===== config.mk =====
export PLATFORM = sky130hd
export DESIGN_NAME = acl_div
export DESIGN_NICKNAME = d
export VERILOG_FILES = /design/src/rtl/acl_pkg.sv /design/src/rtl/acl_div.sv
export SDC_FILE = /design/constraint.sdc
export NUM_CORES = 1
export LEC_CHECK = 0
export BUFFER_PORTS_ARGS = -buffer_cell sky130_fd_sc_hd__buf_2
export CORE_MARGIN = 4
export CORE_UTILIZATION = 40
export CTS_BUF_LIST = sky130_fd_sc_hd__clkbuf_4
export CTS_CLUSTER_DIAMETER = 100
export CTS_CLUSTER_SIZE = 10
export DETAILED_ROUTE_END_ITERATION = 12
export GPL_ROUTABILITY_DRIVEN = 0
export SYNTH_ARGS = -nofsm -noshare
export SYNTH_HDL_FRONTEND = slang
export SYNTH_SLANG_ARGS = --single-unit

===== constraint.sdc =====
create_clock -name clock -period 5.7 [get_ports clock]
set_input_delay 1.425 -clock clock [delete_from_list [all_inputs] [get_ports clock]]
set_output_delay 1.425 -clock clock [all_outputs]
set_load 0.01 [all_outputs]

===== src/rtl/acl_pkg.sv =====
// Shared constants, codes and types of the amplification classifier.
package acl_pkg;

   localparam int NUM_SLOTS  = 256;
   localparam int ADDR_W     = (NUM_SLOTS > 1) ? $clog2(NUM_SLOTS) : 1;
   localparam int SLOT_W     = 8;
   localparam int LEN_W      = 16;
   localparam int TOTAL_W    = 48;
   localparam int COUNT_W    = 32;
   localparam int RATIO_W    = 32;
   localparam int FRAC_W     = 16;
   localparam int LIMIT_W    = 48;
   localparam int SCORE_W    = 64;
   localparam int CSR_IDX_W  = 8;
   localparam int CSR_DATA_W = 48;
   localparam int DIV_STEPS  = RATIO_W;
   localparam int DIV_CNT_W  = $clog2(DIV_STEPS + 1);

   localparam logic [COUNT_W-1:0] RESPONSE_FLOOR_RST   = COUNT_W'(100);
   localparam logic [RATIO_W-1:0] RATIO_FLOOR_RST      = RATIO_W'(327680);
   localparam logic [LIMIT_W-1:0] MALICIOUS_LIMIT_RST  = LIMIT_W'(65536000);
   localparam logic [LIMIT_W-1:0] SUSPICIOUS_LIMIT_RST = LIMIT_W'(6553600);

   localparam logic [CSR_IDX_W-1:0] CSR_RESPONSE_FLOOR   = CSR_IDX_W'(0);
   localparam logic [CSR_IDX_W-1:0] CSR_RATIO_FLOOR      = CSR_IDX_W'(1);
   localparam logic [CSR_IDX_W-1:0] CSR_MALICIOUS_LIMIT  = CSR_IDX_W'(2);
   localparam logic [CSR_IDX_W-1:0] CSR_SUSPICIOUS_LIMIT = CSR_IDX_W'(3);

   typedef enum logic [1:0] {
      ACT_SEND  = 2'd0,
      ACT_RECV  = 2'd1,
      ACT_CLEAR = 2'd2,
      ACT_QUERY = 2'd3
   } acl_action_type;

   typedef enum logic [1:0] {
      CLASS_NORMAL     = 2'd0,
      CLASS_SUSPICIOUS = 2'd1,
      CLASS_MALICIOUS  = 2'd2
   } acl_class_type;

   typedef enum logic [2:0] {
      ST_IDLE,
      ST_UPDATE,
      ST_DIVIDE,
      ST_CHECK,
      ST_SCORE,
      ST_DONE
   } acl_state_type;

   typedef struct packed {
      logic [TOTAL_W-1:0] sent;
      logic [TOTAL_W-1:0] recv;
      logic [COUNT_W-1:0] resp;
      logic [COUNT_W-1:0] req;
      acl_class_type      cls;
   } acl_entry_type;

   typedef struct packed {
      logic              rd_en;
      logic              wr_en;
      logic              clr_en;
      logic [ADDR_W-1:0] addr;
   } acl_tbl_cmd_type;

endpackage


===== src/rtl/acl_div.sv =====
// Restoring bit-serial divider forming the saturated Q16.16 send/receive ratio.
module acl_div import acl_pkg::*; (
   input  logic               clock,
   input  logic               reset,
   input  logic               start,
   input  logic [TOTAL_W-1:0] sent,
   input  logic [TOTAL_W-1:0] recv,
   output logic               done,
   output logic [RATIO_W-1:0] quot
);

   logic [TOTAL_W-1:0]   rem_ff, rem_in;
   logic [RATIO_W-1:0]   low_ff, low_in;
   logic [RATIO_W-1:0]   quot_ff, quot_in;
   logic [TOTAL_W-1:0]   divisor_ff, divisor_in;
   logic [DIV_CNT_W-1:0] cnt_ff, cnt_in;
   logic                 run_ff, run_in;
   logic                 done_ff, done_in;
   logic [TOTAL_W:0]     trial;
   logic                 fits;
   logic                 saturate;

   assign saturate = {16'b0, sent} >= {recv, 16'b0};
   assign trial    = {rem_ff, low_ff[RATIO_W-1]};
   assign fits     = trial >= {1'b0, divisor_ff};

   always_comb begin
      rem_in     = rem_ff;
      low_in     = low_ff;
      quot_in    = quot_ff;
      divisor_in = divisor_ff;
      cnt_in     = cnt_ff;
      run_in     = run_ff;
      done_in    = 1'b0;
      if (start) begin
         divisor_in = recv;
         if (saturate) begin
            quot_in = '1;
            done_in = 1'b1;
         end else begin
            rem_in  = {16'b0, sent[TOTAL_W-1:FRAC_W]};
            low_in  = {sent[FRAC_W-1:0], 16'b0};
            quot_in = '0;
            cnt_in  = DIV_CNT_W'(DIV_STEPS);
            run_in  = 1'b1;
         end
      end else if (run_ff) begin
         rem_in  = fits ? TOTAL_W'(trial - {1'b0, divisor_ff}) : trial[TOTAL_W-1:0];
         low_in  = {low_ff[RATIO_W-2:0], 1'b0};
         quot_in = {quot_ff[RATIO_W-2:0], fits};
         cnt_in  = cnt_ff - 1'b1;
         if (cnt_ff == DIV_CNT_W'(1)) begin
            run_in  = 1'b0;
            done_in = 1'b1;
         end
      end
   end

   always_ff @(posedge clock) begin
      rem_ff     <= rem_in;
      low_ff     <= low_in;
      quot_ff    <= quot_in;
      divisor_ff <= divisor_in;
   end

   always_ff @(posedge clock) begin
      if (reset) begin
         cnt_ff  <= '0;
         run_ff  <= 1'b0;
         done_ff <= 1'b0;
      end else begin
         cnt_ff  <= cnt_in;
         run_ff  <= run_in;
         done_ff <= done_in;
      end
   end

   assign done = done_ff;
   assign quot = quot_ff;

endmodule


# After elaboration in Yosys (flattened, before gate mapping)
# Cells that the tools add are included.
# word_totals
ff_bits	168
output_inout_bits	33
# op_classes
addsub	2
n_lt_le_gt_ge	2
eq_ne	2
n_mux	21
reduce_logical	2
# ops
cell	n
$mux 32	6
$mux 48	4
$ge 48x64->1	1
$ge 49x48->1	1
$sub 48x48->48	1
$mux 6	3
$mux 1	8
$eq 6x1->1 const B	1
$sub 6x1->6 const B	1
$ne 2x2->1 const B	1
$reduce_and 2->1	1
$reduce_bool 2->1	1

# Logic depth before layout (Yosys ltp)
# Gate-level depths: netlist of run 1.
# logic_depth
depth_word	4
ltp_mapped	15
ltp_nobuf	13

# Worst setup path after synthesis of run 1
# Ideal clock, no wire load.
# synth_timing
path_kind	in2reg
startpoint	input port recv[17]
endpoint	register low_ff[16], enable pin
setup_time_ps	429
arrival_time_ps	4648
t_required_ps	5271
slack_ps	624
cell_stages	11
n_path_buf	1
path_cell_list	inv_1 -> ha_1 -> a21o_1 -> a21o_1 -> a21oi_1 -> nor2_1 -> a211oi_1 -> o31ai_1 -> a41oi_1 -> clkbuf_1 -> and2_1
# synth_between
elab_chain_cells	3
# synth_lines
item	line	rtl
from (decl)	acl_div.sv:7	input logic [TOTAL_W-1:0] recv,
$ge 48x64->1	acl_div.sv:23	assign saturate = {16'b0, sent} >= {recv, 16'b0};
$ne 2x2->1 (no source line)	n/a	
$reduce_and 2->1 (no source line)	n/a	
to (signal assigned)	acl_div.sv:61	low_ff <= low_in;
to (decl)	acl_div.sv:13	logic [RATIO_W-1:0] low_ff, low_in;
# No other way between the ends.
# A chain may end at the register's enable or synchronous reset.

# Worst setup path after layout of run 1
# layout_timing
startpoint	input port recv[3]
endpoint	register rem_ff[20], enable pin
# layout_between
elab_chain_cells	3
# layout_lines
item	line	rtl
$ge 48x64->1	acl_div.sv:23	
$ne 2x2->1 (no source line)	n/a	
$reduce_and 2->1 (no source line)	n/a	
to (signal assigned)	acl_div.sv:60	rem_ff <= rem_in;
to (decl)	acl_div.sv:12	logic [TOTAL_W-1:0] rem_ff, rem_in;
# No other way between the ends.

==> impl_metrics.ini, run 1 <==
[global_routing]
grt_max_degree = 84
overflow = 0
grt_pass1_wl_um = 42200
antenna_found_initial = 2
grt_usage_pct = 18.2
grt_pass1_vias = 8066

[cts]
clock_latency_ns = 0.60
cts_tree = yes
cts_max_path_buffers = 2
cts_root_buf = clkbuf_4
postCtsSetupRepairBufs = 0
htree_levels = 4
cts_buffers = 17
cts-hold-fix-buffers = 0
cts_resized = 0
clock_sinks = 152
path_clk_slew_ns = 0.15

[die]
fp.dieW_um = 168
io_pins = 132
dieArea_um2 = 28300
core_area_um2 = 25300
start_util_pct = 40.7
num_rows = 58
die_height_um = 168

[power_and_ir_drop]
ir_drop_mv = 0.161
p_per_area_nw_per_um2 = 367
p_leak_nw = 5.11

[timing]
final.setup.worst_slack_ns = 1.60
fmax_mhz = 244
slew_viol_final = 0
hold_viol = 0
fin_crit_sh_pct = 71.9
worstMarginPinSlew_ns = 0.991
finalSetupViolCount = 0
final.setup.tns_ns = 0
post-route-min-period_ns = 4.10
slew_headroom_pct = 34.0
clock_skew_ns = 0.0397
grt_setup_unrepaired = no

[routing]
drc_errors = 0
wl_per_cell_um = 17.1
ant_nets = 0
via_per_inst = 5.45
drtIter0Drc = 663
num_vias = 8327
first_pass_iters = 5
wirelength_um = 26200

[critical_path]
worstPathRequired_ns = 5.98
worstReg2RegEnd = rem_ff[4]
ff2ff_path_depth = 11
path_cells = buf_2 -> inv_1 -> ha_1 -> nor4bb_1 -> and3_1 -> a31oi_1 -> a2111o_1 -> o211a_1 -> o31ai_1 -> a41oi_2 -> and2_2 -> buf_4
regToRegSetupSlack_ns = 1.99
crit_path_start_kind = input port
critPathMaxStageDelay_ns = 0.59
cp_slowest_cell = o31ai_1
crit_type = in2reg
crit_arrival_ns = 4.37
r2r_start = rem_ff[9]
cp-end-kind = flop
path_max_fanout = 38

[flow_run]
drv_cap = 0

[place]
dp_slack_ns = 1.03
numPortBuffers = 131
dp_hpwl_um = 19100

[yosys]
synth_area_leaders = edfxtp_1 42%, ha_1 10%, inv_1 4.7%, a21oi_1 3.9%, nand2_1 3.8%
synth.avg_cell_area_um2 = 9.50
syn_area_um2 = 10300
async_reset_ff_share_pct = 0
synth.top_cell.area_share_pct = 42.1
synth_edf_count = 144
synth_seq_area_share_pct = 43.6
syn-num-nets = 1264
ys_seq_elements = 152
syn_inst = 1082
synth_top_area_cell = edfxtp_1
netlist-cell-type-count = 74
yosys_warnings = 0
synth_ff_type = edfxtp_1

[cells_and_area]
final_common_cell = edfxtp_1
drive_above_1_share_pct = 17.4
layout.nets = 1366
layout_common_cells = 144 x edfxtp_1, 130 x buf_2, 128 x inv_1
fillers = 2492
area_growth_pct = 11.4

[run_status]
status = completed

[worst_hold_path]
hp-start = cnt_ff[4]
holdPathStages = 1
whs_endpoint = cnt_ff[4]
hold_path.class = reg2reg
synth_stat cells, drive strengths merged (6+ instances only):
cell,count
o21a,10
o21ai,68
a21oi,81
and4,6
nand2,104
xnor2,22
buf,22
o31ai,8
a21o,48
a211oi,10
mux2,16
ha,82
nor4,15
nor2,67
nand3,17
nand4,29
xor2,12
o211ai,7
edfxtp,144
nor3,18
and2,6
nor2b,6
dfxtp,8
o21bai,9
clkbuf,33
and3,12
a31oi,37
inv,129
registers in the layout, summed over array words and instances, names as in the netlist:
name	cells
done	1
low_ff	16
divisor_ff	48
quot	32
cnt_ff	6
rem_ff	48
run_ff	1
power by group:
group	switching [mW]	leakage (nW)	internal [mW]
logic	1.19	3.41	0.751
registers	0.0882	1.53	1.45
clock network	0.514	0.164	0.214
total	1.79	5.11	2.41
logic make-up (layout without fill, tap and decap cells):
group	count (synthesis)	after routing	synth area share [%]
buffers and inverters	184	299	7.43
AO/OA/AOI/OAI	310	310	19.5
multiplexers	17	17	1.85
XOR/XNOR	34	34	2.90
flip-flops	152	152	43.6
AND/OR/NAND/NOR	302	302	14.5
other	0	1	0
adder cells (fa/ha/maj)	83	83	10.2
final cells by class:
class	count	area (µm²)	share of cell area (%)
Inverter	129	484	4.23
Sequential cell	152	4480	39.2
Tap cell	330	413	3.61
Clock buffer	17	128	1.11
Antenna cell	1	2.50	0.0219
Timing Repair Buffer	138	711	6.21
Clock inverter	15	193	1.68
Multi-Input combinational cell	746	5040	44.0
per-stage QoR:
| step | utilization [%] | total power, mW | hold WS (ns) | instance area [µm²] | std cells |
|---|---|---|---|---|---|
| 2_1_floorplan | - | 3.05 | 0.450 | 10300 | 1082 |
| 3_3_place_gp | 44.1 | 3.47 | 0.472 | 11100 | 1495 |
| 3_5_place_dp | 44.1 | 3.48 | 0.477 | 11100 | 1495 |
| 4_1_cts | 45.3 | 4.22 | 0.500 | 11400 | 1527 |
| 5_1_grt | 45.3 | 4.52 | 0.539 | 11500 | 1528 |
| 6_report | 45.3 | 4.21 | 0.496 | 11500 | 1528 |
critical path: cells and delay by family:
| family | cells | cell delay [ns] |
|---|---|---|
| adders and majority gates | 1 | 0.28 |
| buffers and inverters | 3 | 0.41 |
| and+or+nand+nor | 3 | 0.70 |
| AOI/OAI and AO/OA | 5 | 1.52 |
metal layers:
layer / GRT usage, % / wire, µm
met4: 4.76 / 477
met5: 0 / 7
met1: 27.4 / 13000
met2: 26.9 / 11200
met3: 3.38 / 1440
how the worst max path moves through the flow:
stage | start | to | slack [ns] | cells past startpoint
floorplan | recv[17] | low_ff[16] | 0.62 | 11
global placement | recv[3] | rem_ff[20] | 1.10 | 12
detailed placement | sent[19] | rem_ff[20] | 1.03 | 11
CTS | sent[19] | rem_ff[20] | 1.63 | 11
global route | recv[3] | rem_ff[20] | 1.51 | 12
finish | recv[3] | rem_ff[20] | 1.60 | 12
Power figures use the tool's default switching activity.
==> inputs of run 2 (changes only) <==
clock period = 4.29 ns   (was 5.7 ns; I/O delays follow)
==> impl_metrics.ini, run 2 (same netlist as run 1, synthesis figures left out) <==
[run_status]
status = completed

[critical_path]
r2r_start = rem_ff[33]
cp-end-kind = flop
crit_type = reg2reg
path_max_fanout = 33
crit_arrival_ns = 3.97
worstPathRequired_ns = 4.64
ff2ff_path_depth = 11
regToRegSetupSlack_ns = 0.67
worstReg2RegEnd = rem_ff[9]
crit_path_start_kind = flop

[timing]
worstMarginPinSlew_ns = 0.810
post-route-min-period_ns = 3.62
finalSetupViolCount = 0
fmax_mhz = 276
slew_headroom_pct = 46.0
slew_viol_final = 0
fin_crit_sh_pct = 84.3
final.setup.tns_ns = 0
clock_skew_ns = 0.0340
grt_setup_unrepaired = no
hold_viol = 0
final.setup.worst_slack_ns = 0.673

[power_and_ir_drop]
p_leak_nw = 5.13
swShare_pct = 42.5
p_int_mw = 3.24
p_clk_share_pct = 17.3
seqPwrFrac_pct = 36.2
ir_drop_mv = 0.189
switching_power_mw = 2.40
p_comb_share_pct = 46.4
p_per_area_nw_per_um2 = 490

[worst_hold_path]
hp-start = cnt_ff[4]
hold_path.class = reg2reg
holdPathStages = 1
whs_endpoint = cnt_ff[4]

[global_routing]
antenna_found_initial = 2
overflow = 0
grt_usage_pct = 18.4
grt_pass1_vias = 8125
grt_max_degree = 72
grt_pass1_wl_um = 42300

[routing]
dr_wl_met2_um = 11200
maxUsedRoutingLayer = met5
wl_per_cell_um = 17.1
drc_errors = 0
first_pass_iters = 5
wirelength_um = 26200
ant_nets = 0
wl_met1_um = 13200
via_per_inst = 5.47
num_vias = 8367
wl_met3_um = 1540
drtIter0Drc = 571

[cts]
clock_latency_ns = 0.60
cts-hold-fix-buffers = 0
cts_tree = yes
postCtsSetupRepairBufs = 0
cts_buffers = 17
cts_max_path_buffers = 2
cts_root_buf = clkbuf_4
htree_levels = 4
path_clk_slew_ns = 0.17
cts_resized = 0
clock_sinks = 152

[cells_and_area]
layout.nets = 1369
layout_common_cells = 144 x edfxtp_1, 130 x buf_2, 128 x inv_1
area_growth_pct = 11.9
fillers = 2532
multiInputGateArea_um2 = 5040
register_area_um2 = 4480
drive_above_1_share_pct = 17.6
final_common_cell = edfxtp_1

[die]
fp.dieW_um = 168
io_pins = 132
num_rows = 58
dieArea_um2 = 28300
die_height_um = 168
core_area_um2 = 25300
start_util_pct = 40.7

[place]
dp_hpwl_um = 19300
numPortBuffers = 131
dp_slack_ns = 0.240

[flow_run]
drv_cap = 0
-- run 2: how the worst max path moves through the flow --
stage                    start    endpoint  slack, ns  depth (start not counted)
finish              rem_ff[33]   rem_ff[9]       0.67                         11
global route        low_ff[31]  rem_ff[36]       0.46                         13
CTS                 rem_ff[33]   rem_ff[9]       0.67                         11
detailed placement    sent[19]  rem_ff[21]       0.24                         11
global placement       recv[3]  rem_ff[19]       0.35                         12
floorplan             recv[17]  low_ff[16]       0.25                         11
-- run 2: metrics by stage --
step / hold slack (ns) / power (mW) / cells / cell area [µm²] / util [%]
6_report: 0.507 / 5.64 / 1531 / 11500 / 45.5
4_1_cts: 0.507 / 5.66 / 1530 / 11500 / 45.5
5_1_grt: 0.549 / 6.08 / 1531 / 11500 / 45.5
3_3_place_gp: 0.469 / 4.64 / 1498 / 11200 / 44.3
2_1_floorplan: 0.450 / 4.05 / 1082 / 10300 / -
3_5_place_dp: 0.485 / 4.66 / 1498 / 11200 / 44.3
-- run 2: worst max-delay path, stage by stage (launching register included) --
cell and delay, ns:
edfxtp_1 0.43, ha_1 0.47, a21o_1 0.21, a21o_1 0.17, a21oi_1 0.29, o21bai_1 0.13
a221o_1 0.41, a21oi_2 0.28, and2_4 0.47, buf_4 0.29, or3_1 0.16, a31oi_1 0.08
-- run 2: area by class of cell --
| class | count | share of cell area (%) |
|---|---|---|
| Multi-Input combinational cell | 746 | 43.8 |
| Sequential cell | 152 | 39.0 |
| Timing Repair Buffer | 141 | 6.59 |
| Inverter | 129 | 4.21 |
| Tap cell | 330 | 3.59 |
| Clock inverter | 15 | 1.70 |
| Clock buffer | 17 | 1.11 |
| Antenna cell | 1 | 0.0218 |
-- run 2: routing by layer --
| metal | global-route usage, % | up-vias |
|---|---|---|
| met1 | 27.6 | 3951 |
| met4 | 4.38 | 2 |
| met3 | 3.50 | 26 |
| met5 | 0 | - |
| met2 | 27.3 | 242 |
| li1 | - | 4146 |
-- run 2: power groups by stage --
stage / Combinational [mW] / Sequential (mW) / Clock, mW
global placement: 2.57 / 2.07 / 0
finish: 2.62 / 2.04 / 0.977
CTS: 2.61 / 2.05 / 1.01
floorplan: 1.99 / 2.06 / 0
detailed placement: 2.58 / 2.07 / 0
global route: 2.93 / 2.07 / 1.08
==> inputs of run 3 (changes only) <==
clock period = 3.4 ns   (was 4.29 ns; I/O delays follow)
==> impl_metrics.ini, run 3 (same netlist as run 1, synthesis figures left out) <==
[routing]
wirelength_um = 27000
drtIter0Drc = 662
num_vias = 8555
ant_nets = 0
via_per_inst = 5.41
wl_per_cell_um = 17.1
first_pass_iters = 5
drc_errors = 0

[global_routing]
grt_pass1_wl_um = 42700
overflow = 0
antenna_found_initial = 4
grt_usage_pct = 18.7
grt_pass1_vias = 8252
grt_max_degree = 99

[timing]
hold_viol = 0
fmax_mhz = 305
finalSetupViolCount = 0
grt_setup_unrepaired = yes
post-route-min-period_ns = 3.28
worstMarginPinSlew_ns = 0.820
clock_skew_ns = 0.0389
fin_crit_sh_pct = 96.6
slew_viol_final = 0
final.setup.tns_ns = 0
slew_headroom_pct = 44.8

[die]
die_height_um = 168
start_util_pct = 40.7
core_area_um2 = 25300
num_rows = 58
fp.dieW_um = 168
dieArea_um2 = 28300
io_pins = 132

[cells_and_area]
layout.nets = 1418
drive_above_1_share_pct = 21.6
fillers = 2457
final_common_cell = edfxtp_1
layout_common_cells = 144 x edfxtp_1, 130 x buf_2, 128 x inv_1
final_cells = 1582
area_growth_pct = 16.4

[cts]
cts_max_path_buffers = 2
cts_root_buf = clkbuf_4
htree_levels = 4
cts_tree = yes
clock_latency_ns = 0.60
path_clk_slew_ns = 0.19
cts_buffers = 17
cts-hold-fix-buffers = 0
clock_sinks = 152

[flow_run]
drv_cap = 0

[power_and_ir_drop]
ir_drop_mv = 0.276
p_leak_nw = 5.39
p_per_area_nw_per_um2 = 614

[critical_path]
crit_path_start_kind = flop
path_max_fanout = 4
crit_type = reg2reg
cp-end-kind = flop
crit_arrival_ns = 3.62
worstPathRequired_ns = 3.74

[place]
numPortBuffers = 131
placed_cells = 1545
dp_hpwl_um = 20300

[worst_hold_path]
hold_path.class = in2reg

[run_status]
status = completed
run 3: cell count changes in the layout (fill, tap and decap cells not counted), moves of 2 or more:
cell,previous run,this run
buf_12,2,5
a211oi_1,9,7
diode_2,1,3
a21oi_2,1,3
buf_4,9,55
a211oi_2,1,3
a21oi_1,80,78
run 3: stage by stage:
step                      area [µm²]  utilization [%]  hold slack [ns]  power [mW]  worst slack (ns)
final                          12000             47.4            0.425        7.34             0.117
after detailed placement       11600             45.8            0.478        6.07            -0.252
after global placement         11600             45.8            0.470        6.05            -0.159
after global routing           12000             47.4            0.380        7.88           -0.0392
after CTS                      11900             47.1            0.381        7.32            0.0926
after floorplan                10300                -            0.450        5.11            0.0185
run 3: final timing paths:
check / from / to / slack, ns / depth (start not counted)
max: low_ff[31] / rem_ff[38] / 0.12 / 15
max reg2reg: low_ff[31] / rem_ff[38] / 0.12 / 15
min: recv[33] / divisor_ff[33] / 0.42 / 1
min reg2reg: cnt_ff[4] / cnt_ff[4] / 0.50 / 1
run 3: final cells by class:
| type | count | area, µm² | share of cell area, % |
|---|---|---|---|
| timing repair buffer | 190 | 1160 | 9.73 |
| antenna | 3 | 7.51 | 0.0628 |
| sequential | 152 | 4480 | 37.5 |
| clock buffer | 17 | 128 | 1.07 |
| multi-input combinational | 746 | 5090 | 42.5 |
| clock inverter | 15 | 193 | 1.61 |
| inverter | 129 | 484 | 4.05 |
| tap | 330 | 413 | 3.45 |
run 3: repair_timing:
item	in CTS	in global routing
gates resized for setup	0	10
setup buffers	0	2
endpoints found under the setup margin	0	9
run 3: layer usage:
layer / routed length (µm) / part of all wire [%] / vias to the layer above / global-route usage, %
met5: 13 / 0.048 / - / 0
met4: 388 / 1.4 / 2 / 4.27
met3: 1670 / 6.2 / 33 / 4.04
met2: 11800 / 44 / 249 / 28.7
met1: 13100 / 49 / 4021 / 27.0
li1: - / - / 4250 / -
run 3: critical path: stages, from the launching register on:
cell and delay [ns]:
edfxtp_1 0.39, inv_1 0.05, ha_1 0.20, inv_1 0.07
fa_2 0.23, a211oi_2 0.07, buf_4 0.15, o21ai_4 0.19
a21o_4 0.16, a31oi_4 0.10, o31a_4 0.37, buf_4 0.15
or3_1 0.38, and3_1 0.19, o21ai_1 0.23, a21oi_1 0.11
run 3: power breakdown:
group	leakage (nW)	switching [mW]	internal (mW)
Sequential	1.53	0.156	2.43
Clock	0.164	0.856	0.358
Combinational	3.70	2.08	1.46
